$ cat src/rtl/pga_pkg.sv
// Package for the packed glyph alpha unpacker: types, register indexes, helpers.
// No dependencies.
`timescale 1ns / 1ps
`default_nettype none

package pga_pkg;

  // Register index (paddr[3:2])
  localparam logic [1:0] REG_BPP    = 2'd0;
  localparam logic [1:0] REG_WIDTH  = 2'd1;
  localparam logic [1:0] REG_HEIGHT = 2'd2;

  typedef enum logic {
    ST_IDLE,
    ST_RUN
  } state_t;

  // Configuration handed from the register block to the datapath
  typedef struct packed {
    logic [2:0] bits_per_pixel;
    logic [7:0] glyph_width;
    logic [7:0] glyph_height;
  } cfg_t;

  // Clamp pixel width into 1..4
  function automatic logic [2:0] eff_bpp(input logic [2:0] bpp);
    logic [2:0] res;
    res = bpp;
    if (bpp == 3'd0) res = 3'd1;
    else if (bpp > 3'd4) res = 3'd4;
    return res;
  endfunction

  // code * 255 / (2^bpp - 1), floored; bpp already clamped
  function automatic logic [7:0] alpha_of(input logic [3:0] code, input logic [2:0] bpp);
    logic [7:0] res;
    res = 8'd0;
    unique case (bpp)
      3'd1: res = {8{code[0]}};
      3'd2: res = {4{code[1:0]}};
      3'd3: begin
        unique case (code[2:0])
          3'd0: res = 8'd0;
          3'd1: res = 8'd36;
          3'd2: res = 8'd72;
          3'd3: res = 8'd109;
          3'd4: res = 8'd145;
          3'd5: res = 8'd182;
          3'd6: res = 8'd218;
          3'd7: res = 8'd255;
          default: res = 8'd0;
        endcase
      end
      3'd4: res = {code, code};
      default: res = 8'd0;
    endcase
    return res;
  endfunction

endpackage

`default_nettype wire

$ cat src/rtl/pga_cfg_regs.sv
// Configuration register block with APB-style access.
// Depends on pga_pkg.
`timescale 1ns / 1ps
`default_nettype none

module pga_cfg_regs (
  input  wire logic           clk,
  input  wire logic           rst_n,
  input  wire logic           psel,
  input  wire logic           penable,
  input  wire logic           pwrite,
  input  wire logic [3:0]     paddr,
  input  wire logic [31:0]    pwdata,
  output logic [31:0]         prdata,
  output pga_pkg::cfg_t       cfg
);

  logic [2:0] bpp_r;
  logic [7:0] width_r;
  logic [7:0] height_r;
  logic       wr_en;

  // Write strobe in the access phase; the port never waits
  assign wr_en = psel && penable && pwrite;

  always_ff @(posedge clk) begin
    if (!rst_n) begin
      bpp_r    <= 3'd1;
      width_r  <= 8'd1;
      height_r <= 8'd1;
    end else if (wr_en) begin
      unique case (paddr[3:2])
        pga_pkg::REG_BPP:    bpp_r    <= pwdata[2:0];
        pga_pkg::REG_WIDTH:  width_r  <= pwdata[7:0];
        pga_pkg::REG_HEIGHT: height_r <= pwdata[7:0];
        default: ;
      endcase
    end
  end

  // Read mux
  always_comb begin
    prdata = 32'd0;
    unique case (paddr[3:2])
      pga_pkg::REG_BPP:    prdata = {29'd0, bpp_r};
      pga_pkg::REG_WIDTH:  prdata = {24'd0, width_r};
      pga_pkg::REG_HEIGHT: prdata = {24'd0, height_r};
      default:             prdata = 32'd0;
    endcase
  end

  assign cfg.bits_per_pixel = bpp_r;
  assign cfg.glyph_width    = width_r;
  assign cfg.glyph_height   = height_r;

endmodule

`default_nettype wire

$ cat src/rtl/pga_pixel_unit.sv
// Pixel extract unit: takes the top code off the bit buffer and scales it.
// Depends on pga_pkg.
`timescale 1ns / 1ps
`default_nettype none

module pga_pixel_unit (
  input  wire logic [15:0] bit_buf,
  input  wire logic [2:0]  bpp,
  output logic [7:0]       alpha,
  output logic [15:0]      bit_buf_shifted
);

  logic [3:0] code;

  // Code sits left aligned at bit 15
  always_comb begin
    code            = 4'd0;
    bit_buf_shifted = bit_buf;
    unique case (bpp)
      3'd1: begin
        code            = {3'd0, bit_buf[15]};
        bit_buf_shifted = {bit_buf[14:0], 1'b0};
      end
      3'd2: begin
        code            = {2'd0, bit_buf[15:14]};
        bit_buf_shifted = {bit_buf[13:0], 2'b0};
      end
      3'd3: begin
        code            = {1'b0, bit_buf[15:13]};
        bit_buf_shifted = {bit_buf[12:0], 3'b0};
      end
      3'd4: begin
        code            = bit_buf[15:12];
        bit_buf_shifted = {bit_buf[11:0], 4'b0};
      end
      default: begin
        code            = 4'd0;
        bit_buf_shifted = bit_buf;
      end
    endcase
  end

  assign alpha = pga_pkg::alpha_of(code, bpp);

endmodule

`default_nettype wire

$ cat src/rtl/packed_glyph_alpha_unpacker.sv
// Packed glyph alpha unpacker: top level with sequencer, bit buffer and output register.
// Depends on pga_pkg, pga_cfg_regs and pga_pixel_unit.
//
// Usage:
//   in_*  : one packed glyph byte per transaction, pixel codes MSB first.
//   out_* : one transaction per pixel: x, y and alpha in tdata, tlast on the
//           final pixel of the glyph.
//   cfg_* : APB-style registers bits_per_pixel (0x0), glyph_width (0x4),
//           glyph_height (0x8); write only while the block is idle.
// Flow: a byte is taken in the idle state, then the pixel unit peels one
//   pixel per cycle off the bit buffer while the output slot is free, until
//   the run is done. in_tready is low meanwhile.
//   The first pixel goes from the run state through the output register to out_*.
// A byte is dropped, with no output, when width or height is zero.
// After the last pixel the position and bit buffer clear for the next glyph.
// Reset: registers go to 1, buffer and position clear, out_tvalid drops.
// Stall: while out_tready is low the pending pixel holds and the sequencer
//   waits; one byte may be accepted meanwhile once the sequencer is idle.
`timescale 1ns / 1ps
`default_nettype none

module packed_glyph_alpha_unpacker (
  input  wire logic        clk,
  input  wire logic        rst_n,
  // input stream
  input  wire logic        in_tvalid,
  output logic             in_tready,
  input  wire logic [7:0]  in_tdata,    // [7:0] data_byte
  // output stream
  output logic             out_tvalid,
  input  wire logic        out_tready,
  output logic [23:0]      out_tdata,   // [7:0] pixel_x, [15:8] pixel_y, [23:16] alpha
  output logic             out_tlast,   // last_pixel
  // configuration
  input  wire logic        cfg_psel,
  input  wire logic        cfg_penable,
  input  wire logic        cfg_pwrite,
  input  wire logic [3:0]  cfg_paddr,
  input  wire logic [31:0] cfg_pwdata,
  output logic [31:0]      cfg_prdata,
  output logic             cfg_pready
);

  pga_pkg::cfg_t   cfg;
  pga_pkg::state_t state_r, state_nxt;

  logic [15:0] buf_r, buf_nxt;
  logic [3:0]  held_r, held_nxt;
  logic [7:0]  col_r, col_nxt;
  logic [7:0]  row_r, row_nxt;
  logic [2:0]  cnt_r, cnt_nxt;

  logic        out_valid_r, out_valid_nxt;
  logic [23:0] out_data_r, out_data_nxt;
  logic        out_last_r, out_last_nxt;

  logic [2:0]  bpp;
  logic        geom_ok;
  logic        in_acc;
  logic        slot_free;
  logic        emit;
  logic [7:0]  alpha;
  logic [15:0] buf_shifted;
  logic [3:0]  held_after;
  logic        row_end;
  logic        last;
  logic        run_done;

  assign cfg_pready = 1'b1;

  pga_cfg_regs u_cfg (
    .clk     (clk),
    .rst_n   (rst_n),
    .psel    (cfg_psel),
    .penable (cfg_penable),
    .pwrite  (cfg_pwrite),
    .paddr   (cfg_paddr),
    .pwdata  (cfg_pwdata),
    .prdata  (cfg_prdata),
    .cfg     (cfg)
  );

  pga_pixel_unit u_pix (
    .bit_buf         (buf_r),
    .bpp             (bpp),
    .alpha           (alpha),
    .bit_buf_shifted (buf_shifted)
  );

  assign bpp       = pga_pkg::eff_bpp(cfg.bits_per_pixel);
  assign geom_ok   = (cfg.glyph_width != 8'd0) && (cfg.glyph_height != 8'd0);
  assign slot_free = !out_valid_r || out_tready;
  assign held_after = held_r - {1'b0, bpp};
  assign row_end   = col_r >= (cfg.glyph_width - 8'd1);
  assign last      = row_end && (row_r >= (cfg.glyph_height - 8'd1));
  // Stop at glyph end, when the buffer runs short, or after eight pixels
  assign run_done  = last || (held_after < {1'b0, bpp}) || (cnt_r == 3'd7);

  // Sequencer outputs
  always_comb begin
    in_tready = 1'b0;
    emit      = 1'b0;
    unique case (state_r)
      pga_pkg::ST_IDLE: in_tready = 1'b1;
      pga_pkg::ST_RUN:  emit      = slot_free;
      default: ;
    endcase
  end

  assign in_acc = in_tvalid && in_tready;

  // Sequencer next state
  always_comb begin
    state_nxt = state_r;
    unique case (state_r)
      pga_pkg::ST_IDLE: if (in_acc && geom_ok) state_nxt = pga_pkg::ST_RUN;
      pga_pkg::ST_RUN:  if (emit && run_done) state_nxt = pga_pkg::ST_IDLE;
      default:          state_nxt = pga_pkg::ST_IDLE;
    endcase
  end

  // Bit buffer, position and pixel count
  always_comb begin
    buf_nxt  = buf_r;
    held_nxt = held_r;
    col_nxt  = col_r;
    row_nxt  = row_r;
    cnt_nxt  = cnt_r;
    if (in_acc && geom_ok) begin
      buf_nxt  = buf_r | ({in_tdata, 8'h00} >> held_r);
      held_nxt = held_r + 4'd8;
      cnt_nxt  = 3'd0;
    end else if (emit) begin
      cnt_nxt = cnt_r + 3'd1;
      if (last) begin
        buf_nxt  = 16'd0;
        held_nxt = 4'd0;
        col_nxt  = 8'd0;
        row_nxt  = 8'd0;
      end else begin
        buf_nxt  = buf_shifted;
        held_nxt = held_after;
        if (row_end) begin
          col_nxt = 8'd0;
          row_nxt = row_r + 8'd1;
        end else begin
          col_nxt = col_r + 8'd1;
        end
      end
    end
  end

  // Output register
  always_comb begin
    out_valid_nxt = out_valid_r;
    out_data_nxt  = out_data_r;
    out_last_nxt  = out_last_r;
    if (emit) begin
      out_valid_nxt = 1'b1;
      out_data_nxt  = {alpha, row_r, col_r};
      out_last_nxt  = last;
    end else if (out_tready) begin
      out_valid_nxt = 1'b0;
    end
  end

  always_ff @(posedge clk) begin
    if (!rst_n) begin
      state_r     <= pga_pkg::ST_IDLE;
      buf_r       <= 16'd0;
      held_r      <= 4'd0;
      col_r       <= 8'd0;
      row_r       <= 8'd0;
      cnt_r       <= 3'd0;
      out_valid_r <= 1'b0;
    end else begin
      state_r     <= state_nxt;
      buf_r       <= buf_nxt;
      held_r      <= held_nxt;
      col_r       <= col_nxt;
      row_r       <= row_nxt;
      cnt_r       <= cnt_nxt;
      out_valid_r <= out_valid_nxt;
    end
  end

  // Payload, no reset
  always_ff @(posedge clk) begin
    out_data_r <= out_data_nxt;
    out_last_r <= out_last_nxt;
  end

  assign out_tvalid = out_valid_r;
  assign out_tdata  = out_data_r;
  assign out_tlast  = out_last_r;

endmodule

`default_nettype wire

$ cat config.mk
export PLATFORM = sky130hd
export DESIGN_NAME = packed_glyph_alpha_unpacker
export DESIGN_NICKNAME = d
export VERILOG_FILES = /design/src/rtl/pga_pkg.sv /design/src/rtl/pga_cfg_regs.sv /design/src/rtl/pga_pixel_unit.sv /design/src/rtl/packed_glyph_alpha_unpacker.sv
export SDC_FILE = /design/constraint.sdc
export NUM_CORES = 1
export LEC_CHECK = 0
export ABC_CLOCK_PERIOD_IN_PS = 4100
export BUFFER_PORTS_ARGS = -buffer_cell sky130_fd_sc_hd__buf_2
export CAP_MARGIN = 10
export CORE_MARGIN = 3
export CORE_UTILIZATION = 55
export CTS_CLUSTER_SIZE = 40
export DETAILED_ROUTE_END_ITERATION = 12
export PLACE_DENSITY = 0.8
export SKIP_LAST_GASP = 1
export SYNTH_ARGS = -nofsm -noshare
export SYNTH_HDL_FRONTEND = slang
export SYNTH_HIERARCHICAL = 1
export SYNTH_SLANG_ARGS = --single-unit
$ cat constraint.sdc
create_clock -name clk -period 4.1 [get_ports clk]
set_input_delay 0.205 -clock clk [delete_from_list [all_inputs] [get_ports clk]]
set_output_delay 0.205 -clock clk [all_outputs]
set_load 0.01 [all_outputs]
# ---- After elaboration in Yosys (flattened, before gate mapping)
# Memories as Yosys holds them, arrays and structs flattened.
# Index checks and enable logic that the tools add are counted.
dict set report word_totals {
  ff_bits 85
  memories 1
  romBits 64
}
# name words width rd rd_ports_with_merged_regs write_ports line_no
set memory_table {}
lappend memory_table {{(no name shown)} 8 8 1 0 0 pga_pkg.sv:42} ;# unique case (code[2:0])
dict set report classes {
  n_bitwise 4
  n_reduce_logical 26
  mux 23
  shift 1
  n_addsub 7
  order_cmp 4
  n_eq_ne 7
}
# cell count
set ops {}
lappend ops {{$pmux W16 S4} 1}
lappend ops {{$mux W16} 3}
lappend ops {{$mux W8} 4}
lappend ops {{$pmux W8 S4} 1}
lappend ops {{$pmux W8 S3} 1}
lappend ops {{$add A8 B1 Y8 const B} 2}
lappend ops {{$ge A8 B8 Y1} 2}
lappend ops {{$or A16 B16 Y16} 1}
lappend ops {{$pmux W4 S4} 1}
lappend ops {{$reduce_bool A8 Y1} 2}
lappend ops {{$shr A16 B4 Y16} 1}
lappend ops {{$sub A8 B1 Y8 const B} 2}
lappend ops {{$mux W4} 3}
lappend ops {{$reduce_and A2 Y1} 5}
lappend ops {{$logic_and A1 B1 Y1} 7}
lappend ops {{$eq A3 B2 Y1 const B} 2}
lappend ops {{$eq A3 B3 Y1 const B} 2}
lappend ops {{$mux W1} 6}
lappend ops {{$mux W3} 2}
lappend ops {{$reduce_bool A2 Y1} 3}
lappend ops {{$reduce_bool A6 Y1} 1}
lappend ops {{$add A4 B4 Y4 const B} 1}
lappend ops {{$lt A4 B3 Y1} 1}
lappend ops {{$sub A4 B3 Y4} 1}
lappend ops {{other kinds (13)} 17}

# ---- Longest topological paths before layout
# Gate-level depths: netlist of the first run.
dict set report depth {
  ltp_word 10
  mapped_depth 13
  ltp_nobuf 12
}

# ---- Hierarchy
# Netlist of the first run, hierarchy kept.
# mod instances area_each_um2 cells_each
set modules_own_cells {}
lappend modules_own_cells {packed_glyph_alpha_unpacker 1 3702.3 383}
lappend modules_own_cells {pga_cfg_regs 1 1049.8 118}
lappend modules_own_cells {pga_pixel_unit 1 927.1 155}

# ---- Least setup slack after synthesis of the first run
# OpenSTA, ideal clock, no wires.
dict set report synth_timing {
  path_kind {flip-flop to flip-flop}
  start {register u_cfg.height_r[5]}
  end {register held_r[1]}
  synth_period_minus_slack_ns 2.846
  arrival_ns 2.787
  slack_ns 1.254
  stages_incl_launch_ff 12
  cell_sequence {dfxtp_1 or4_4 nor4_1 xnor2_1 ha_1 a21oi_1 o21ai_0 a21oi_1 a21oi_1 nor2_1 buf_2 a22o_1}
}
dict set report synth_between {
  elab_chain_len 6
  elab_cells_between_ends 10
  classes_between {1 x add/sub; 1 x order compare; 3 x mux; 5 x reduce/logical}
}
# item line_no
set synth_rtl {}
lappend synth_rtl {{from (decl)} pga_cfg_regs.sv:20} ;# logic [7:0] height_r;
lappend synth_rtl {{from (signal assigned)} pga_cfg_regs.sv:35} ;# pga_pkg::REG_HEIGHT: height_r <= pwdata[7:0];
lappend synth_rtl {{$sub A8 B1 Y8} packed_glyph_alpha_unpacker.sv:95} ;# assign last = row_end && (row_r >= (cfg.glyph_height - 8'd1));
lappend synth_rtl {{$ge A8 B8 Y1} packed_glyph_alpha_unpacker.sv:95}
lappend synth_rtl {{$logic_and A1 B1 Y1} packed_glyph_alpha_unpacker.sv:95}
lappend synth_rtl {{net last} packed_glyph_alpha_unpacker.sv:66} ;# logic last;
lappend synth_rtl {{$mux W4} packed_glyph_alpha_unpacker.sv:135} ;# if (last) begin
lappend synth_rtl {{$mux W4} packed_glyph_alpha_unpacker.sv:133} ;# end else if (emit) begin
lappend synth_rtl {{$mux W4} packed_glyph_alpha_unpacker.sv:129} ;# if (in_acc && geom_ok) begin
lappend synth_rtl {{to (signal assigned)} packed_glyph_alpha_unpacker.sv:179} ;# held_r <= held_nxt;
lappend synth_rtl {{to (decl)} packed_glyph_alpha_unpacker.sv:48} ;# logic [3:0] held_r, held_nxt;
# The timed path passes the listed nets, and every way through them passes these cells. The select of a mux whose other input is x is not followed.
# A chain may end at the register's enable or synchronous reset.

# ---- Worst setup path in the final report of the first run
dict set report layout_timing {
  start {register u_cfg.height_r[3]}
  end {register buf_r[10]}
}
dict set report layout_between {
  elab_chain_len 6
  elab_cells_between_ends 12
  classes_between {1 x add/sub; 1 x order compare; 3 x mux; 7 x reduce/logical}
}
# item line_no
set layout_rtl {}
lappend layout_rtl {{$sub A8 B1 Y8 (*)} packed_glyph_alpha_unpacker.sv:95}
lappend layout_rtl {{$ge A8 B8 Y1 (*)} packed_glyph_alpha_unpacker.sv:95}
lappend layout_rtl {{$logic_and A1 B1 Y1 (*)} packed_glyph_alpha_unpacker.sv:95}
lappend layout_rtl {{net last} packed_glyph_alpha_unpacker.sv:66}
lappend layout_rtl {{$mux W16} packed_glyph_alpha_unpacker.sv:135}
lappend layout_rtl {{$mux W16} packed_glyph_alpha_unpacker.sv:133}
lappend layout_rtl {{$mux W16} packed_glyph_alpha_unpacker.sv:129}
lappend layout_rtl {{to (signal assigned)} packed_glyph_alpha_unpacker.sv:178} ;# buf_r <= buf_nxt;
lappend layout_rtl {{to (decl)} packed_glyph_alpha_unpacker.sv:47} ;# logic [15:0] buf_r, buf_nxt;
# Mark *: on every way through the listed nets, which the timed path passes. The rest lies on a longest branch. The select of a mux whose other input is x is not followed.

==> results.cfg, run 1 <==
[clock_tree]
cts_buffers = 9
path_clk_slew_ns = 0.10
insertion_delay_ns = 0.38
postCtsHoldBufs = 0
cts_max_level = 3
cts_setup_buffers = 0
clk_path_buf_depth = 2
clockRootBuffer = clkbuf_8
cts_resized = 0
numClockSinks = 85
cts_tree = yes

[job]
drv_cap = 0

[final_layout]
nFillCells = 877
fin_nets = 781
diodes = 0
drive_gt1_share_pct = 15.0
areaGrowthSynthToFinish_pct = 8.26
layout_common_cells = nand2_1, dfxtp_1, buf_2, a21oi_1
final_common_cell = nand2_1
final_util_pct = 62.0

[synthesis]
synth_adder_area_share_pct = 7.40
yosys.area_share.simple_pct = 18.6
synth_top_family_by_area = compound AO/OA/AOI/OAI gates
synth_compound_area_share_pct = 19.1
synth.distinct_cells = 68
synth-xor-area-share_pct = 4.14
syn-cell-area_mm2 = 0.00568
synthMuxAreaShare_pct = 7.76
ys_seq_area_share_pct = 34.4
ys_ff_latch = 85
synthCells = 656
yosysWarnings = 6
synthArstFlopShare_pct = 0
avgSynthCellArea_um2 = 8.66
synthFlopType = dfxtp_1
synth_edf_count = 25

[hold_path]
hold_depth = 3
min_path_type = in2reg

[floorplanning]
coreArea_mm2 = 0.00991
die_w_um = 108
ios = 111
dieArea_mm2 = 0.0116
die-height_um = 108
fp-row-count = 36
start_util_pct = 57.3

[worst_setup_path]
crit_type = reg2reg
slowest_stage = or4_4
critPathRequiredTime_ns = 4.41
cp-end-kind = flip-flop
timing.critical_path.mode_cell = a21oi_1
critPathMaxFanout = 15
worstPathArrival_ns = 3.46
slowest_delay_ns = 0.55
crit_path_start_kind = flip-flop
reg2reg_setup_slack_ns = 0.95
ff2ff_path_depth = 12
worstPathCellList = or4_4, nor4_1, xnor2_1, ha_1, a21oi_1, o21ai_0, a21oi_1, a21oi_1, buf_4, nor2_1, buf_4, a22o_1

[global_routing]
antenna_found_initial = 0
grt_max_degree = 51
grt_usage_pct = 22.3
overflow = 0
grt_pass1_vias = 4379
grt_pass1_wl_um = 21100

[timing]
max_slew.worst_pin.slew_ns = 0.788
hold_viol = 0
fin_crit_sh_pct = 76.8
setup-violations-final = 0
post-route-min-period_ns = 3.15
fin_setup_tns_ns = 0
drv_slew = 0
rsz0062_at_grt = false
slew_headroom_pct = 47.2
skew_ns = 0.0132
max_freq_ghz = 0.317

[power]
p_leak_nw = 2.45
vdd_ir_drop_max_mv = 0.147
powerDensity_mw_per_mm2 = 342

[drt]
viasPerCell = 5.83
detail_route.first_pass.iterations = 5
drtIter0Drc = 360
wl_um = 12500
drc = 0
wl_per_cell_um = 15.0
ant_nets = 0
vias = 4865

[place]
place_congestion = 0.873
io_buffers = 59
dp.final_hpwl_um = 9130

[run_status]
status = complete, no violations
==> per-layer routing <==
layer,track usage (%),routed length [um]
met1,31.4,5700
met5,0,0
met2,34.4,5690
met4,7.94,240
met3,4.08,876
==> worst paths after layout <==
kind / end / from
setup / recovery: buf_r[10] / u_cfg/height_r[3]
hold / removal: u_cfg/width_r[7] / cfg_pwdata[7]
setup reg to reg: buf_r[10] / u_cfg/height_r[3]
hold reg to reg: cnt_r[1] / cnt_r[1]
==> cells by family after synthesis <==
logic type	count (synthesis)
mux	42
compound gates	160
buf+inv	91
xor+xnor	26
simple gates	217
fa+ha+maj	33
other cells	2
flops	85
==> flip-flops by register name (all words and copies together), names as in the netlist, 4 cells and up <==
signal / count
buf_r: 16
col_r: 8
held_r: 4
out_tdata: 24
row_r: 8
u_cfg/height_r: 8
u_cfg/width_r: 8
==> cells in the mapped netlist, drive strengths merged (14+ instances only) <==
| cell type | count | area share, % |
|---|---|---|
| a21oi | 40 | 3.5 |
| xnor2 | 19 | 3.1 |
| nor2b | 14 | 1.5 |
| nor2 | 37 | 2.5 |
| edfxtp | 25 | 13 |
| mux2i | 35 | 6.2 |
| o21ai | 28 | 2.5 |
| nand2 | 89 | 6.1 |
| nor3 | 18 | 1.6 |
| ha | 32 | 7.0 |
| nand3 | 16 | 1.4 |
| inv | 29 | 1.9 |
| buf | 50 | 5.8 |
| a22o | 19 | 2.9 |
| dfxtp | 60 | 21 |
==> layout make-up <==
cell class,instances,area (um2),area share (%)
tap,133,166,2.71
sequential,85,1950,31.7
multi-input combinational,503,3340,54.3
clock inverter,7,91.3,1.49
inverter,29,109,1.77
clock buffer,9,124,2.01
timing repair buffer,69,370,6.02
==> stage by stage <==
| stage | instances | cell area, um2 | hold slack, ns | power, mW | worst slack [ns] |
|---|---|---|---|---|---|
| 2_1_floorplan | 679 | 5770 | 0.370 | 1.37 | 1.25 |
| 3_3_place_gp | 818 | 5930 | 0.445 | 1.46 | 0.534 |
| 3_5_place_dp | 818 | 5930 | 0.458 | 1.47 | 0.507 |
| 4_1_cts | 834 | 6140 | 0.0720 | 2.10 | 0.475 |
| 5_1_grt | 835 | 6150 | 0.0826 | 2.21 | 0.688 |
| 6_report | 835 | 6150 | 0.0877 | 2.10 | 0.950 |
==> report_power, final <==
group / leakage, nW / switching [mW] / internal [mW]
clock: 0.105 / 0.346 / 0.296
sequential: 0.724 / 0.0868 / 0.932
combinational: 1.62 / 0.251 / 0.191
total: 2.45 / 0.684 / 1.42
==> worst max-delay path, delay by kind of cell, from the launching register on <==
kind	cells	cell delay, ns
compound gates	5	0.80
xor+xnor	1	0.17
fa+ha+maj	1	0.26
buf+inv	2	0.44
flops	1	0.37
simple gates	3	1.05
(Power assumes the default switching activity.)
==> run 2: changes to the inputs <==
--- a/config.mk
+++ b/config.mk
@@ -5,14 +5,14 @@
 export SDC_FILE = /design/constraint.sdc
 export NUM_CORES = 1
 export LEC_CHECK = 0
-export ABC_CLOCK_PERIOD_IN_PS = 4100
+export ABC_CLOCK_PERIOD_IN_PS = 2810
 export BUFFER_PORTS_ARGS = -buffer_cell sky130_fd_sc_hd__buf_2
 export CAP_MARGIN = 10
 export CORE_MARGIN = 3
-export CORE_UTILIZATION = 55
+export CORE_UTILIZATION = 51
 export CTS_CLUSTER_SIZE = 40
 export DETAILED_ROUTE_END_ITERATION = 12
-export PLACE_DENSITY = 0.8
+export PLACE_DENSITY = 0.78
 export SKIP_LAST_GASP = 1
 export SYNTH_ARGS = -nofsm -noshare
 export SYNTH_HDL_FRONTEND = slang
==> constraint.sdc (replaced) <==
create_clock -name clk -period 2.81 [get_ports clk]
set_input_delay 0.1405 -clock clk [delete_from_list [all_inputs] [get_ports clk]]
set_output_delay 0.1405 -clock clk [all_outputs]
set_load 0.01 [all_outputs]
==> results.cfg, run 2 (synthesized netlist as in run 1, its figures left out) <==
[global_routing]
grt_usage_pct = 21.1
overflow = 0
grt_max_degree = 39
grt_pass1_vias = 4744
antenna_found_initial = 0
grt_pass1_wl_um = 22300

[timing]
slew_headroom_pct = 47.3
drv_slew = 0
skew_ns = 0.0115
hold_viol = 0
max_slew.worst_pin.slew_ns = 0.787
fin_crit_sh_pct = 96.2
post-route-min-period_ns = 2.70
setup-violations-final = 0
max_freq_ghz = 0.370
hold-worst-slack_ns = 0.0566
rsz0062_at_grt = true

[power]
vdd_ir_drop_max_mv = 0.306
power_mw = 3.01
powerDensity_mw_per_mm2 = 473
p_leak_nw = 2.56

[clock_tree]
cts_buffers = 9
clockRootBuffer = clkbuf_8
path_clk_slew_ns = 0.10
cts_tree = yes
clk_path_buf_depth = 2
postCtsHoldBufs = 0
cts_max_level = 3
insertion_delay_ns = 0.36
numClockSinks = 85

[drt]
wl_um = 13500
vias = 5042
detail_route.first_pass.iterations = 5
drtIter0Drc = 295
wl_per_cell_um = 15.7
drc = 0
ant_nets = 0
viasPerCell = 5.88

[worst_setup_path]
crit_cells = 12
worstPathCellList = inv_2, ha_4, nand2b_4, nor4_2, xnor2_1, ha_1, nand2_1, o21a_2, nand2b_1, and2_4, or4_1, a21oi_1
crit_buf_inv = 1
crit_type = reg2reg
ff2ff_path_depth = 12
critPathMaxFanout = 4
critPathRequiredTime_ns = 3.11
cp-end-kind = flip-flop
crit_path_start_kind = flip-flop
slowest_stage = or4_1
crit_family = simple AND/OR/NAND/NOR gates
slowest_delay_ns = 0.50
worstPathArrival_ns = 3.01

[final_layout]
nFillCells = 915
fin_nets = 801
final_common_cell = nand2_1
diodes = 0
largest_register_ffs = 24
areaGrowthSynthToFinish_pct = 12.0
drive_gt1_share_pct = 19.4
layout_common_cells = nand2_1, buf_2, dfxtp_1, a21oi_1, mux2i_1
finalNonFillerCells = 858

[floorplanning]
die_w_um = 112
ios = 111
dieArea_mm2 = 0.0124
coreArea_mm2 = 0.0106
die-height_um = 112
start_util_pct = 53.8
fp-row-count = 37

[hold_path]
hold_depth = 3
min_path_type = in2reg

[place]
place_congestion = 0.884
placedCellCount = 841
io_buffers = 59
dp.final_hpwl_um = 9940

[job]
drv_cap = 0

[run_status]
status = complete, no violations
run 2: power by group:
part / internal (mW) / leakage (nW) / total (mW) / switching, mW
Sequential: 1.36 / 0.725 / 1.48 / 0.122
Clock: 0.343 / 0.0943 / 0.838 / 0.495
Combinational: 0.301 / 1.74 / 0.692 / 0.391
run 2: worst paths after layout:
path	slack, ns	endpoint	startpoint
max	0.11	row_r[7]	u_cfg/width_r[0]
min reg2reg	0.48	state_r	state_r
min	0.06	u_cfg/height_r[4]	cfg_pwdata[4]
max reg2reg	0.11	row_r[7]	u_cfg/width_r[0]
run 2: final cells by class:
type | count | area [um2] | area share, %
Clock buffer | 9 | 124 | 1.95
Multi-Input combinational cell | 503 | 3400 | 53.5
Clock inverter | 7 | 65.1 | 1.02
Timing Repair Buffer | 89 | 533 | 8.38
Tap cell | 136 | 170 | 2.68
Sequential cell | 85 | 1960 | 30.8
Inverter | 29 | 109 | 1.71
run 2: timing repair:
action,4_1_cts,5_1_grt
gates resized for setup,2,18
setup endpoints to repair,7,28
buffers inserted,0,1
pin swaps,0,4
run 2: worst min-delay path: stages:
cell and delay (ns):
buf_2 0.10, nand2_1 0.07, mux2i_1 0.07
run 2: metal layers:
metal	share of wire, %	up-vias	global-route usage (%)
met1	45	2383	29.1
met4	1.6	0	7.14
li1	-	2440	-
met2	46	195	33.9
met5	0	-	0
met3	6.6	24	3.15
run 2: stage by stage:
stage               utilization, %  instance area [um2]  TNS, ns  setup WS, ns
floorplan                        -                 5770        0        0.0660
global placement              57.7                 6090        0        0.0925
detailed placement            57.7                 6090   -0.197       -0.0386
CTS                           59.6                 6290        0        0.0620
global route                  60.3                 6360   -0.146       -0.0387
finish                        60.3                 6360        0         0.108
==> run 3: changes to the inputs <==
--- a/config.mk
+++ b/config.mk
@@ -8,11 +8,13 @@
 export ABC_CLOCK_PERIOD_IN_PS = 2810
 export BUFFER_PORTS_ARGS = -buffer_cell sky130_fd_sc_hd__buf_2
 export CAP_MARGIN = 10
+export CELL_PAD_IN_SITES_DETAIL_PLACEMENT = 1
+export CELL_PAD_IN_SITES_GLOBAL_PLACEMENT = 1
 export CORE_MARGIN = 3
-export CORE_UTILIZATION = 51
+export CORE_UTILIZATION = 38
 export CTS_CLUSTER_SIZE = 40
 export DETAILED_ROUTE_END_ITERATION = 12
-export PLACE_DENSITY = 0.78
+export PLACE_DENSITY_LB_ADDON = 0.1
 export SKIP_LAST_GASP = 1
 export SYNTH_ARGS = -nofsm -noshare
 export SYNTH_HDL_FRONTEND = slang
==> results.cfg, run 3 (synthesized netlist as in run 1, its figures left out) <==
[final_layout]
final_area_mm2 = 0.00659
multiInputGateArea_mm2 = 0.00342
drive_gt1_share_pct = 20.5
largest_register_ffs = 24
areaGrowthSynthToFinish_pct = 16.0
nFillCells = 1742
diodes = 0
final_common_cell = nand2_1
seq_area_mm2 = 0.00196
fin_nets = 807
layout_common_cells = nand2_1, buf_2, dfxtp_1, a21oi_1, mux2i_1

[drt]
drtIter0Drc = 236
detail_route.first_pass.iterations = 4
drc = 0
wl_um = 16000
viasPerCell = 5.41
ant_nets = 0
vias = 4930
wl_per_cell_um = 17.5

[global_routing]
grt_use_met3_pct = 3.08
grt_pass1_vias = 5032
grt_util_met2_pct = 31.1
antenna_found_initial = 0
grt_usage_pct = 19.9
busiest_layer = met2
grt_max_degree = 39
overflow = 0
grt_pass1_wl_um = 26300
use_met1_pct = 28.4

[power]
p_leak_nw = 2.64
vdd_ir_drop_max_mv = 0.292
powerDensity_mw_per_mm2 = 513
power_mw = 3.38

[worst_setup_path]
worstPathArrival_ns = 2.94
critPathMaxFanout = 18
crit_path_start_kind = flip-flop
cp-end-kind = flip-flop
critPathRequiredTime_ns = 3.04
crit_type = reg2reg

[job]
drv_cap = 0

[floorplanning]
ios = 111
start_util_pct = 38.9
die_w_um = 128
die-height_um = 128
coreArea_mm2 = 0.0146
fp-row-count = 44
dieArea_mm2 = 0.0164

[clock_tree]
path_clk_slew_ns = 0.07
clockRootBuffer = clkbuf_16
insertion_delay_ns = 0.35
clk_path_buf_depth = 2
numClockSinks = 85
cts_max_level = 3
cts_buffers = 9
postCtsHoldBufs = 0
cts_tree = yes

[timing]
rsz0062_at_grt = true
fin_crit_sh_pct = 96.3
max_freq_ghz = 0.370
setup-violations-final = 0
hold_viol = 0
max_slew.worst_pin.slew_ns = 0.778
drv_slew = 0
skew_ns = 0.0102
post-route-min-period_ns = 2.70
slew_headroom_pct = 47.9

[place]
place_congestion = 0.841
io_buffers = 59
dp.final_hpwl_um = 12000
placed_area_mm2 = 0.00620

[run_status]
status = complete, no violations

[hold_path]
min_path_type = in2reg
[run 3: path summary, 6_finish.rpt]
check / startpoint / endpoint / slack (ns) / cells past startpoint
min reg2reg: cnt_r[1] / cnt_r[1] / 0.48 / 2
max: u_cfg/height_r[5] / buf_r[7] / 0.11 / 11
min: cfg_pwdata[7] / u_cfg/height_r[7] / 0.07 / 3
max reg2reg: u_cfg/height_r[5] / buf_r[7] / 0.11 / 11
[run 3: area by class of cell]
type / instances / area share [%]
clock buffer: 10 / 3.48
clock inverter: 6 / 0.779
inverter: 29 / 1.65
multi-input combinational: 503 / 51.9
sequential: 85 / 29.7
tap: 184 / 3.49
timing repair buffer: 95 / 8.96
[run 3: layer usage]
| layer | part of all wire (%) | up-vias | wire, um |
|---|---|---|---|
| li1 | - | 2442 | - |
| met1 | 50 | 2372 | 7910 |
| met2 | 46 | 110 | 7310 |
| met3 | 4.1 | 6 | 653 |
| met4 | 0.63 | 0 | 101 |
| met5 | 0 | - | 0 |
[run 3: repair_timing]
action | 4_1_cts | 5_1_grt
gates resized for setup | 2 | 21
endpoints found under the setup margin | 8 | 34
pin swaps | 0 | 7
setup buffers | 0 | 2
[run 3: power breakdown]
group | total (mW) | switching (mW) | internal, mW
Sequential | 1.49 | 0.125 | 1.36
Clock | 1.16 | 0.546 | 0.618
Combinational | 0.730 | 0.418 | 0.312
[run 3: critical path, cell delays in order, from the launching register on]
cell and delay (ns):
dfxtp_1 0.31, or4_4 0.53, nor4_2 0.20, xnor2_1 0.12, ha_1 0.31, nand2_1 0.07, nor3_1 0.19, a21oi_2 0.13
a21oi_4 0.15, nor2_2 0.07, buf_12 0.15, a221o_1 0.34
[run 3: through the flow]
stage / cells / hold WS (ns) / setup WS, ns / TNS (ns) / util, %
3_5_place_dp: 894 / 0.435 / -0.0480 / -0.293 / 42.5
2_1_floorplan: 679 / 0.305 / 0.0660 / 0 / -
5_1_grt: 912 / 0.0668 / -0.0181 / -0.0181 / 45.2
6_report: 912 / 0.0688 / 0.105 / 0 / 45.2
4_1_cts: 910 / 0.0574 / 0.0167 / 0 / 44.5
3_3_place_gp: 894 / 0.419 / 0.0608 / 0 / 42.5
